`config.mk`:
```
export PLATFORM = sky130hd
export DESIGN_NAME = hamming_sec_codec
export DESIGN_NICKNAME = d
export VERILOG_FILES = /design/src/rtl/core/hsc_pkg.sv /design/src/rtl/core/hamming_sec_codec.sv
export SDC_FILE = /design/constraint.sdc
export NUM_CORES = 1
export LEC_CHECK = 0
export BUFFER_PORTS_ARGS = -buffer_cell sky130_fd_sc_hd__clkbuf_2
export CAP_MARGIN = 20
export CORE_MARGIN = 3
export CORE_UTILIZATION = 45
export DETAILED_ROUTE_END_ITERATION = 6
export PLACE_DENSITY = 0.66
export SLEW_MARGIN = 20
export SYNTH_ARGS = -nofsm -noshare
export SYNTH_HDL_FRONTEND = slang
export SYNTH_SLANG_ARGS = --single-unit
```
`constraint.sdc`:
```
create_clock -name clock -period 22.7 [get_ports clock]
set_clock_uncertainty 0.1 [all_clocks]
set_input_delay 4.54 -clock clock [delete_from_list [all_inputs] [get_ports clock]]
set_output_delay 4.54 -clock clock [all_outputs]
set_load 0.05 [all_outputs]
```
`src/rtl/core/hsc_pkg.sv`:
```
// Shared types, constants and code-shape functions for the Hamming SEC codec.
package hsc_pkg;

   localparam int CODE_W = 63;
   localparam int DATA_W = 57;
   localparam int SYN_W  = 6;
   localparam int CFG_W  = 6;
   localparam int CSR_AW = 3;
   localparam int CSR_DW = 32;

   // Register index in the CSR map (byte address / 4)
   localparam logic REG_DATA_BITS = 1'b0;

   localparam logic [CFG_W-1:0] DATA_BITS_RESET = CFG_W'(4);

   typedef enum logic {
      ACT_ENCODE = 1'b0,
      ACT_CHECK  = 1'b1
   } hsc_action_type;

   typedef struct packed {
      hsc_action_type    action;
      logic [CODE_W-1:0] word;
   } hsc_req_type;

   typedef struct packed {
      logic [CODE_W-1:0] code_word;
      logic [DATA_W-1:0] data_word;
      logic              error_found;
      logic [SYN_W-1:0]  error_position;
      logic              uncorrectable;
   } hsc_rsp_type;

   // Smallest p with 2^p >= d + p + 1
   function automatic logic [2:0] parity_count(input logic [CFG_W-1:0] d);
      logic [2:0] p;
      p = 3'd0;
      for (int k = 0; k < 7; k++) begin
         if ((32'd1 << p) < (32'(d) + 32'(p) + 32'd1)) begin
            p = p + 3'd1;
         end
      end
      return p;
   endfunction

   // Largest data length whose code length fits in max_code
   function automatic logic [CFG_W-1:0] max_data_bits(input int max_code);
      logic [CFG_W-1:0] best;
      best = CFG_W'(1);
      for (int d = 1; d <= DATA_W; d++) begin
         if (d + int'(parity_count(CFG_W'(d))) <= max_code) begin
            best = CFG_W'(d);
         end
      end
      return best;
   endfunction

   function automatic logic is_pow2(input int pos);
      return (pos & (pos - 1)) == 0;
   endfunction

endpackage

```
`src/rtl/core/hamming_sec_codec.sv`:
```
// Top level of the Hamming single-error-correcting codec with CSR port.
//
// Usage: drive req_data and raise start; a word is taken at each rising edge
// with start high and busy low. busy is always low, so a word may be sent
// every cycle. Action ACT_ENCODE places the low data_bits bits of word into
// a codeword with even parity at the power-of-two positions. ACT_CHECK works
// out the syndrome of the codeword, flips the indicated bit when it lies in
// the code, flags a syndrome beyond the code as uncorrectable, and returns
// the corrected codeword with its data bits.
// Pipeline: rsp_valid rises at the edge after the accepting edge, with the
// result on rsp_data (input register, one pass of XOR trees and correction,
// result register).
// Throughput: one word per cycle. rsp_valid marks each result for exactly
// one cycle; the receiver has no way to hold it off.
// CSR: register data_bits (6 bits, reset 4) at byte address 0 of the APB
// port; change it only while no word is in flight.
// Reset: synchronous, clears the pipeline valid bits and reloads data_bits.
module hamming_sec_codec #(
   parameter int MAX_CODE_BITS = 63
) (
   input  logic                          clock,
   input  logic                          reset,
   input  logic                          start,
   output logic                          busy,
   input  hsc_pkg::hsc_req_type          req_data,
   output logic                          rsp_valid,
   output hsc_pkg::hsc_rsp_type          rsp_data,
   input  logic                          csr_psel,
   input  logic                          csr_penable,
   input  logic                          csr_pwrite,
   input  logic [hsc_pkg::CSR_AW-1:0]    csr_paddr,
   input  logic [hsc_pkg::CSR_DW-1:0]    csr_pwdata,
   output logic [hsc_pkg::CSR_DW-1:0]    csr_prdata,
   output logic                          csr_pready
);
   import hsc_pkg::*;

   localparam logic [CFG_W-1:0] DATA_MAX = max_data_bits(MAX_CODE_BITS);

   logic [CFG_W-1:0]  data_bits_ff, data_bits_in;
   logic              req_valid_ff, req_valid_in;
   hsc_req_type       req_ff, req_in;
   logic              rsp_valid_ff, rsp_valid_in;
   hsc_rsp_type       rsp_ff, rsp_in;

   logic [CFG_W-1:0]  d_eff;
   logic [SYN_W-1:0]  n_eff;
   logic [DATA_W-1:0] data_mask;
   logic [CODE_W-1:0] code_mask;
   logic [DATA_W-1:0] enc_data;
   logic [CODE_W-1:0] enc_cw;
   logic [SYN_W-1:0]  enc_syn;
   logic [CODE_W-1:0] chk_cw;
   logic [SYN_W-1:0]  chk_syn;
   logic              chk_unc;
   logic [CODE_W-1:0] chk_flip;
   logic [CODE_W-1:0] chk_fixed;
   logic [DATA_W-1:0] chk_data;
   logic              csr_write;

   // Scatter data bits into the non-power-of-two positions
   function automatic logic [CODE_W-1:0] scatter(input logic [DATA_W-1:0] data);
      logic [CODE_W-1:0] cw;
      int j;
      cw = '0;
      j  = 0;
      for (int pos = 1; pos <= CODE_W; pos++) begin
         if (!is_pow2(pos)) begin
            cw[pos-1] = data[j];
            j++;
         end
      end
      return cw;
   endfunction

   // Gather data bits back out of the non-power-of-two positions
   function automatic logic [DATA_W-1:0] gather(input logic [CODE_W-1:0] cw);
      logic [DATA_W-1:0] data;
      int j;
      data = '0;
      j    = 0;
      for (int pos = 1; pos <= CODE_W; pos++) begin
         if (!is_pow2(pos)) begin
            data[j] = cw[pos-1];
            j++;
         end
      end
      return data;
   endfunction

   // XOR of the positions of all set bits
   function automatic logic [SYN_W-1:0] syndrome(input logic [CODE_W-1:0] cw);
      logic [SYN_W-1:0] syn;
      syn = '0;
      for (int pos = 1; pos <= CODE_W; pos++) begin
         if (cw[pos-1]) begin
            syn = syn ^ SYN_W'(pos);
         end
      end
      return syn;
   endfunction

   // CSR access: always ready, register at word index zero
   assign csr_pready = 1'b1;
   assign csr_write  = csr_psel && csr_penable && csr_pwrite && csr_pready;
   assign csr_prdata = (csr_paddr[2] == REG_DATA_BITS) ?
                       CSR_DW'(data_bits_ff) : '0;

   always_comb begin
      data_bits_in = data_bits_ff;
      if (csr_write && (csr_paddr[2] == REG_DATA_BITS)) begin
         data_bits_in = csr_pwdata[CFG_W-1:0];
      end
   end

   // Never stall the requester
   assign busy = 1'b0;

   // Capture the incoming word
   assign req_valid_in = start && !busy;
   assign req_in       = req_data;

   // Clamp the data length and derive the code length
   always_comb begin
      d_eff = (data_bits_ff == '0) ? CFG_W'(1) : data_bits_ff;
      if (d_eff > DATA_MAX) begin
         d_eff = DATA_MAX;
      end
      n_eff = SYN_W'(d_eff) + SYN_W'(parity_count(d_eff));
      for (int i = 0; i < DATA_W; i++) begin
         data_mask[i] = CFG_W'(i) < d_eff;
      end
      for (int i = 0; i < CODE_W; i++) begin
         code_mask[i] = SYN_W'(i) < n_eff;
      end
   end

   // Encode: place data, then set each parity bit for even parity
   always_comb begin
      enc_data = req_ff.word[DATA_W-1:0] & data_mask;
      enc_cw   = scatter(enc_data);
      enc_syn  = syndrome(enc_cw);
      for (int k = 0; k < SYN_W; k++) begin
         enc_cw[(1 << k) - 1] = enc_syn[k];
      end
   end

   // Check: syndrome, flag beyond-code syndromes, flip the indicated bit
   always_comb begin
      chk_cw  = req_ff.word & code_mask;
      chk_syn = syndrome(chk_cw);
      chk_unc = chk_syn > n_eff;
      for (int pos = 1; pos <= CODE_W; pos++) begin
         chk_flip[pos-1] = (chk_syn == SYN_W'(pos)) && !chk_unc;
      end
      chk_fixed = chk_cw ^ chk_flip;
      chk_data  = gather(chk_fixed);
   end

   // Select the result for the action
   always_comb begin
      rsp_valid_in = req_valid_ff;
      if (req_ff.action == ACT_ENCODE) begin
         rsp_in.code_word      = enc_cw;
         rsp_in.data_word      = enc_data;
         rsp_in.error_found    = 1'b0;
         rsp_in.error_position = '0;
         rsp_in.uncorrectable  = 1'b0;
      end else begin
         rsp_in.code_word      = chk_fixed;
         rsp_in.data_word      = chk_data;
         rsp_in.error_found    = chk_syn != '0;
         rsp_in.error_position = chk_syn;
         rsp_in.uncorrectable  = chk_unc;
      end
   end

   always_ff @(posedge clock) begin
      if (reset) begin
         data_bits_ff <= DATA_BITS_RESET;
         req_valid_ff <= 1'b0;
         rsp_valid_ff <= 1'b0;
      end else begin
         data_bits_ff <= data_bits_in;
         req_valid_ff <= req_valid_in;
         rsp_valid_ff <= rsp_valid_in;
      end
   end

   // Payload registers carry no reset
   always_ff @(posedge clock) begin
      req_ff <= req_in;
      rsp_ff <= rsp_in;
   end

   assign rsp_valid = rsp_valid_ff;
   assign rsp_data  = rsp_ff;

   // Every accepted word yields a result on rsp_valid
   a_latency: assert property (@(posedge clock) disable iff (reset)
      start && !busy |-> ##2 rsp_valid)
      else $error("accepted word produced no result");

   // Beyond-code syndrome must also be flagged as an error
   a_unc_found: assert property (@(posedge clock) disable iff (reset)
      rsp_valid && rsp_data.uncorrectable |-> rsp_data.error_found)
      else $error("uncorrectable without error_found");

   // Clean result carries a zero syndrome
   a_clean: assert property (@(posedge clock) disable iff (reset)
      rsp_valid && !rsp_data.error_found |->
         rsp_data.error_position == '0 && !rsp_data.uncorrectable)
      else $error("clean word with nonzero syndrome flags");

   // Encode never reports an error
   a_encode_flags: assert property (@(posedge clock) disable iff (reset)
      req_valid_ff && req_ff.action == ACT_ENCODE |=> !rsp_data.error_found)
      else $error("encode reported an error");

endmodule
```
==> run summary, run 1 <==
### Placement
- **IO Port Bufs** 211
- **Post-DP HPWL** 48300 µm
- **Final GP Congestion** 1.07

### Drt
- **DR WL/cell** 26.6 µm
- **highest layer used for signal routing** met4
- **number of remaining DRC errors** 0
- **vias per inst** 6.30
- **wire length reported by the detailed router** 60700 µm
- **routed wire length on met2** 24800 µm
- **wire length on met1** 24800 µm
- **Routed met3 length** 7610 µm
- **Antenna Violating Nets Remaining** 0
- **Pre-antenna DRT Iters** 5
- **1st-iter DRT viols** 2010
- **DR vias** 14400

### Yosys
- **Mean Syn Cell Area** 8.01 µm²
- **Synth top cells by count** sky130_fd_sc_hd__dfxtp_1 (143), sky130_fd_sc_hd__xnor2_1 (141), sky130_fd_sc_hd__nor2_1 (136)
- **part of the Yosys area used for sequential elements** 21.0%
- **count of flip-flops with a built-in enable after synthesis** 0
- **number of distinct library cells after synthesis** 103
- **cell area after synthesis** 13600 µm²
- **count of synthesis-stage warnings from yosys** 0
- **Yosys reg bits** 143
- **most area-consuming cells after synthesis** sky130_fd_sc_hd__dfxtp_1 (21%), sky130_fd_sc_hd__xnor2_1 (9.1%), sky130_fd_sc_hd__ha_1 (7.2%)
- **most area-hungry cell type in the Yosys netlist** sky130_fd_sc_hd__dfxtp_1
- **Synth top area share** 21.0%
- **Primary FF master, synth** sky130_fd_sc_hd__dfxtp_1
- **async set-reset flop share out of synthesis** 0%
- **number of instances in the synthesized netlist** 1700
- **most used standard cell by instance count after synthesis** sky130_fd_sc_hd__dfxtp_1

### Clock network
- **clock-pin slew of the registers on the worst-case setup and hold paths** 0.06 ns
- **CTS tree** built
- **number of clock buffers inserted by TritonCTS** 17
- **maximum level of the CTS H-tree** 4
- **Root Buffer** sky130_fd_sc_hd__clkbuf_16
- **maximum buffer depth of the clock tree** 2
- **CTS sink count** 143
- **clock latency at the later pin of the worst-skew pair** 0.46 ns

### Setup path
- **data arrival time of the critical path** 21.67 ns
- **highest-delay cell along the critical path** sky130_fd_sc_hd__nor3_1
- **cell seen most often among critical-path stages** sky130_fd_sc_hd__ha_1
- **Worst Setup Start Kind** register
- **crit-path max cell delay** 0.86 ns
- **endpoint required time on the critical path** 22.93 ns
- **Worst setup EP type** register
- **maximum fanout along the worst path** 48
- **worst reg-to-reg path cell count** 83
- **critical path class** reg2reg

### STA
- **pin slew with the least headroom to its limit** 1.04 ns
- **Final Setup Violations** 0
- **number of endpoints with negative hold slack in the final report** 0
- **unrepaired setup endpoints after global routing** no
- **number of max-slew violations in the final report** 0
- **timing-limited maximum frequency** 46.7 MHz
- **max_slew headroom** 30.0%
- **aggregate negative setup slack** 0 ns
- **portion of the clock cycle consumed by the worst path in the final layout** 94.4%
- **shortest clock period the worst path allows after layout** 21.43 ns

### Global routing
- **first-pass GRT wire length** 87300 µm
- **grt ovf** 0
- **vias in the first global route** 13300
- **initial antenna violation count** 3
- **maximum number of pins on one net before global-route repair** 77
- **overall global routing resource usage** 36.1%

### Run status
- **status** finished clean

### Floorplanning
- **horizontal extent of the die** 180 µm
- **site row count** 63
- **vertical die dimension** 180 µm
- **floorplan die area** 32400 µm²
- **Initial Utilization** 45.8%
- **number of primary I/O pins** 268
- **Core Box Area** 29700 µm²

### Finish
- **register area** 2870 µm²
- **Area Growth Syn to Fin** 15.1%
- **fraction of final layout cells sized beyond drive strength 1** 21.5%
- **final core utilization** 52.8%
- **combined area of the multi-input logic cells** 9690 µm²
- **count of nets after finishing** 2068
- **number of fill cells in the layout** 2964

### Hold path
- **worst hold path depth** 1
- **worst min-delay path class** reg2reg

### Job
- **max-cap check violation count** 0

[cells by family after synthesis]
logic type | share of synthesized area [%]
AND/OR/NAND/NOR | 20.1
XOR/XNOR | 15.8
flip-flops | 21.0
adder cells (fa/ha/maj) | 8.20
other | 0.0551
AO/OA/AOI/OAI | 23.2
buffers and inverters | 9.20
multiplexers | 2.48
[final cells by class]
class / instances / area share [%]
Antenna cell: 1 / 0.0160
Clock buffer: 19 / 2.82
Clock inverter: 13 / 0.974
Inverter: 55 / 1.32
Multi-Input combinational cell: 1357 / 61.8
Sequential cell: 143 / 18.3
Tap cell: 390 / 3.11
Timing Repair Buffer: 305 / 11.7
[placed cells by master (no fill, tap or decap), types with 18 or more instances in the layout]
| cell | instances |
|---|---|
| sky130_fd_sc_hd__o21ai_0 | 82 |
| sky130_fd_sc_hd__inv_1 | 49 |
| sky130_fd_sc_hd__nor2_1 | 133 |
| sky130_fd_sc_hd__xnor2_1 | 136 |
| sky130_fd_sc_hd__and2_1 | 30 |
| sky130_fd_sc_hd__a21o_1 | 22 |
| sky130_fd_sc_hd__conb_1 | 29 |
| sky130_fd_sc_hd__nand2_1 | 131 |
| sky130_fd_sc_hd__nor2b_1 | 30 |
| sky130_fd_sc_hd__a211oi_1 | 19 |
| sky130_fd_sc_hd__ha_1 | 78 |
| sky130_fd_sc_hd__o211ai_1 | 23 |
| sky130_fd_sc_hd__dfxtp_1 | 140 |
| sky130_fd_sc_hd__or4_1 | 32 |
| sky130_fd_sc_hd__o31ai_1 | 38 |
| sky130_fd_sc_hd__nand3_1 | 49 |
| sky130_fd_sc_hd__nor3_1 | 29 |
| sky130_fd_sc_hd__xor2_1 | 52 |
| sky130_fd_sc_hd__buf_4 | 88 |
| sky130_fd_sc_hd__mux2i_1 | 26 |
| sky130_fd_sc_hd__clkbuf_2 | 211 |
| sky130_fd_sc_hd__a21oi_1 | 65 |
| sky130_fd_sc_hd__a31oi_1 | 60 |
| sky130_fd_sc_hd__and3_1 | 18 |
[state kept, by name, summed over array words and instances, names as in the netlist]
signal	count
req_ff	64
req_valid_ff	1
rsp_valid	1
data_bits_ff	6
rsp_data	71
[repair_timing]
action | in CTS | in global routing
gates resized for setup | 0 | 22
hold endpoints to repair | 0 | 0
buffers inserted | 0 | 0
endpoints found under the setup margin | 0 | 64
hold buffers | 0 | 0
[layer usage]
| metal | vias to the layer above | track usage (%) |
|---|---|---|
| met4 | 0 | 17.3 |
| met5 | - | 0 |
| met2 | 1059 | 53.2 |
| met3 | 200 | 9.55 |
| li1 | 6395 | - |
| met1 | 6739 | 49.1 |
[worst max-delay path: cells and delay by family (launching register included)]
| family | cells | cell delay (ns) |
|---|---|---|
| adder cells (fa/ha/maj) | 15 | 4.77 |
| XOR/XNOR | 7 | 1.76 |
| multiplexers | 4 | 1.44 |
| buffers and inverters | 8 | 1.10 |
| flip-flops | 1 | 0.34 |
| AO/OA/AOI/OAI | 30 | 6.51 |
| AND/OR/NAND/NOR | 19 | 5.16 |
[per-stage QoR]
stage	setup WS (ns)	instances	cell area, µm²	hold slack (ns)
5_1_grt	0.0147	2282	15700	0.380
3_5_place_dp	0.901	2250	15000	0.334
2_1_floorplan	3.15	1727	13700	0.314
4_1_cts	0.781	2282	15600	0.360
3_3_place_gp	1.40	2250	15000	0.328
6_report	1.27	2283	15700	0.354
[worst paths after layout]
path	startpoint	endpoint	slack (ns)
worst max-delay path	data_bits_ff[3]$_SDFFE_PP0P_	rsp_data[120]$_DFF_P_	1.27
worst max register to register	data_bits_ff[3]$_SDFFE_PP0P_	rsp_data[120]$_DFF_P_	1.27
worst min register to register	req_valid_ff$_SDFF_PP0_	rsp_valid$_SDFF_PP0_	0.35
worst min-delay path	req_valid_ff$_SDFF_PP0_	rsp_valid$_SDFF_PP0_	0.35
Power of run 1 is left out: the tool's default activity adds up to more than one toggle a clock period on the data nets, which glitch-free logic cannot reach.
==> run 2: changes to the inputs <==
--- a/config.mk
+++ b/config.mk
@@ -10,7 +10,7 @@
 export CORE_MARGIN = 3
 export CORE_UTILIZATION = 45
 export DETAILED_ROUTE_END_ITERATION = 6
-export PLACE_DENSITY = 0.66
+export PLACE_DENSITY = 0.72
 export SLEW_MARGIN = 20
 export SYNTH_ARGS = -nofsm -noshare
 export SYNTH_HDL_FRONTEND = slang
==> constraint.sdc (replaced) <==
create_clock -name clock -period 22.7 [get_ports clock]
set_clock_uncertainty 0.1 [all_clocks]
set_input_delay 4.54 -clock clock [delete_from_list [all_inputs] [get_ports clock]]
set_output_delay 4.54 -clock clock [all_outputs]
set_load 0.02 [all_outputs]
==> run 2 against run 1 <==
  * Count of clock-buffer cells in the layout is the same
  * Sequential share of layout area is 0.20 points lower
  * Cell count rose by 1.3%
  * Core utilization rose by 0.60 points
  * Non-clock buffer count is 28 higher
  * Fmax is 0.55% higher
  * Register-to-register slack gained 0.12 ns
  * Worst setup slack improved by 0.12 ns
==> run summary, run 2 (same netlist as run 1, synthesis figures left out) <==
### Finish
- **most frequent cells in the layout** sky130_fd_sc_hd__clkbuf_2 (211), sky130_fd_sc_hd__dfxtp_1 (141), sky130_fd_sc_hd__xnor2_1 (139), sky130_fd_sc_hd__nor2_1 (134), sky130_fd_sc_hd__nand2_1 (133)
- **number of flip-flops in the largest register** 71, unchanged
- **final core utilization** 53.4%, +0.60 points
- **most common cell after layout, fill and taps aside** sky130_fd_sc_hd__clkbuf_2
- **count of nets after finishing** 2096, +1.4%
- **fraction of final layout cells sized beyond drive strength 1** 22.0%, +0.57 points
- **Area Growth Syn to Fin** 16.4%

### Floorplanning
- **horizontal extent of the die** 180 µm, unchanged
- **Core Box Area** 29700 µm², unchanged
- **floorplan die area** 32400 µm², unchanged
- **site row count** 63, unchanged
- **number of primary I/O pins** 268, unchanged
- **vertical die dimension** 180 µm, unchanged
- **Initial Utilization** 45.8%, unchanged

### Hold path
- **worst hold path depth** 1, unchanged
- **critical hold path startpoint** req_valid_ff$_SDFF_PP0_
- **Worst Hold End** rsp_valid$_SDFF_PP0_
- **worst min-delay path class** reg2reg

### Drt
- **wire length reported by the detailed router** 62500 µm, +3.0%
- **1st-iter DRT viols** 1904, -5.3%
- **Antenna Violating Nets Remaining** 0, unchanged
- **Pre-antenna DRT Iters** 6, +1
- **DR vias** 14400, +0.32%
- **number of remaining DRC errors** 0, unchanged
- **DR WL/cell** 27.0 µm, +1.7%
- **vias per inst** 6.25, -0.94%

### STA
- **unrepaired setup endpoints after global routing** no
- **max_slew headroom** 23.8%, -6.1 points
- **Final Setup Violations** 0, unchanged
- **pin slew with the least headroom to its limit** 1.14 ns, +0.0949 ns
- **aggregate negative setup slack** 0 ns, unchanged
- **number of max-slew violations in the final report** 0, unchanged
- **number of endpoints with negative hold slack in the final report** 0, unchanged
- **timing-limited maximum frequency** 46.9 MHz, +0.55%
- **shortest clock period the worst path allows after layout** 21.32 ns, -0.118 ns
- **portion of the clock cycle consumed by the worst path in the final layout** 93.9%, -0.52 points

### Clock network
- **maximum level of the CTS H-tree** 4, unchanged
- **postcts setup bufs** 0, unchanged
- **Post-CTS Hold Buffers** 0, unchanged
- **CTS sink count** 143, unchanged
- **Root Buffer** sky130_fd_sc_hd__clkbuf_16
- **CTS tree** built
- **clock-pin slew of the registers on the worst-case setup and hold paths** 0.06 ns, about the same
- **maximum buffer depth of the clock tree** 2, unchanged
- **number of instances resized during post-cts repair** 0, unchanged
- **number of clock buffers inserted by TritonCTS** 17, unchanged
- **clock latency at the later pin of the worst-skew pair** 0.46 ns, about the same

### Setup path
- **highest-delay cell along the critical path** sky130_fd_sc_hd__nor3_1
- **Worst Setup Start Kind** register
- **slack of the worst reg-to-reg path** 1.38 ns, +0.12 ns
- **data arrival time of the critical path** 21.55 ns, -0.12 ns
- **maximum fanout along the worst path** 32, -33%
- **Crit path buffers/inverters** 13, +5
- **cell seen most often among critical-path stages** sky130_fd_sc_hd__ha_1
- **kind of cell adding the most delay to the critical path** compound AO/OA/AOI/OAI gates
- **launch point of the worst reg-to-reg path** data_bits_ff[4]$_SDFFE_PP0P_
- **endpoint required time on the critical path** 22.93 ns, about the same
- **endpoint of the lowest-slack register-to-register path** rsp_data[124]$_DFF_P_
- **Worst setup EP type** register
- **worst reg-to-reg path cell count** 87, +4.8%
- **critical path class** reg2reg
- **crit-path max cell delay** 0.83 ns, -0.03 ns

### Job
- **max-cap check violation count** 0, unchanged

### Global routing
- **maximum number of pins on one net before global-route repair** 69, -10%
- **overall global routing resource usage** 37.3%, +1.2 points
- **grt ovf** 0, unchanged
- **initial antenna violation count** 5, +2
- **first-pass GRT wire length** 90200 µm, +3.2%
- **vias in the first global route** 13500, +1.6%

### Run status
- **status** finished clean

### Placement
- **Final GP Congestion** 1.07, +0.38%
- **IO Port Bufs** 211, unchanged
- **Post-DP HPWL** 50300 µm, +4.0%

run 2: cell count changes in the layout (fill, tap and decap cells not counted), sizes merged:
cell / delta
diode: +1
buf: +28
clkinvlp: -1
clkinv: +2
inv: -1
run 2: area by class of cell:
class	count	area (µm²)
antenna	2	5.00
timing repair buffer	333	2040
clock buffer	19	454
tap	390	488
inverter	55	206
fill	2961	13900
sequential	143	2870
multi-input combinational	1357	9650
clock inverter	13	150
run 2: stage by stage:
stage,setup WS (ns),instances,area (µm²),hold WS [ns]
2_1_floorplan,3.15,1727,13700,0.314
3_3_place_gp,1.64,2278,15200,0.332
3_5_place_dp,1.25,2278,15200,0.344
4_1_cts,1.17,2310,15800,0.358
5_1_grt,0.0190,2310,15900,0.366
6_report,1.38,2312,15900,0.356
run 2: worst max-delay path by stage:
| stage | from | endpoint | slack (ns) | cells past startpoint |
|---|---|---|---|---|
| floorplan | data_bits_ff[5]$_SDFFE_PP0P_ | rsp_data[84]$_DFF_P_ | 3.15 | 91 |
| global placement | data_bits_ff[3]$_SDFFE_PP0P_ | rsp_data[73]$_DFF_P_ | 1.64 | 82 |
| detailed placement | data_bits_ff[3]$_SDFFE_PP0P_ | rsp_data[73]$_DFF_P_ | 1.25 | 84 |
| CTS | data_bits_ff[3]$_SDFFE_PP0P_ | rsp_data[73]$_DFF_P_ | 1.17 | 84 |
| global route | data_bits_ff[4]$_SDFFE_PP0P_ | rsp_data[113]$_DFF_P_ | 0.02 | 94 |
| finish | data_bits_ff[4]$_SDFFE_PP0P_ | rsp_data[124]$_DFF_P_ | 1.38 | 87 |
run 2: routing by layer:
layer / track usage [%] / vias up / routed length (µm)
li1: - / 6463 / -
met1: 50.7 / 6854 / 25800
met2: 55.5 / 936 / 26100
met3: 10.3 / 180 / 7510
met4: 16.5 / 6 / 3070
met5: 0 / - / 47
Power of run 2 is left out for the same reason.
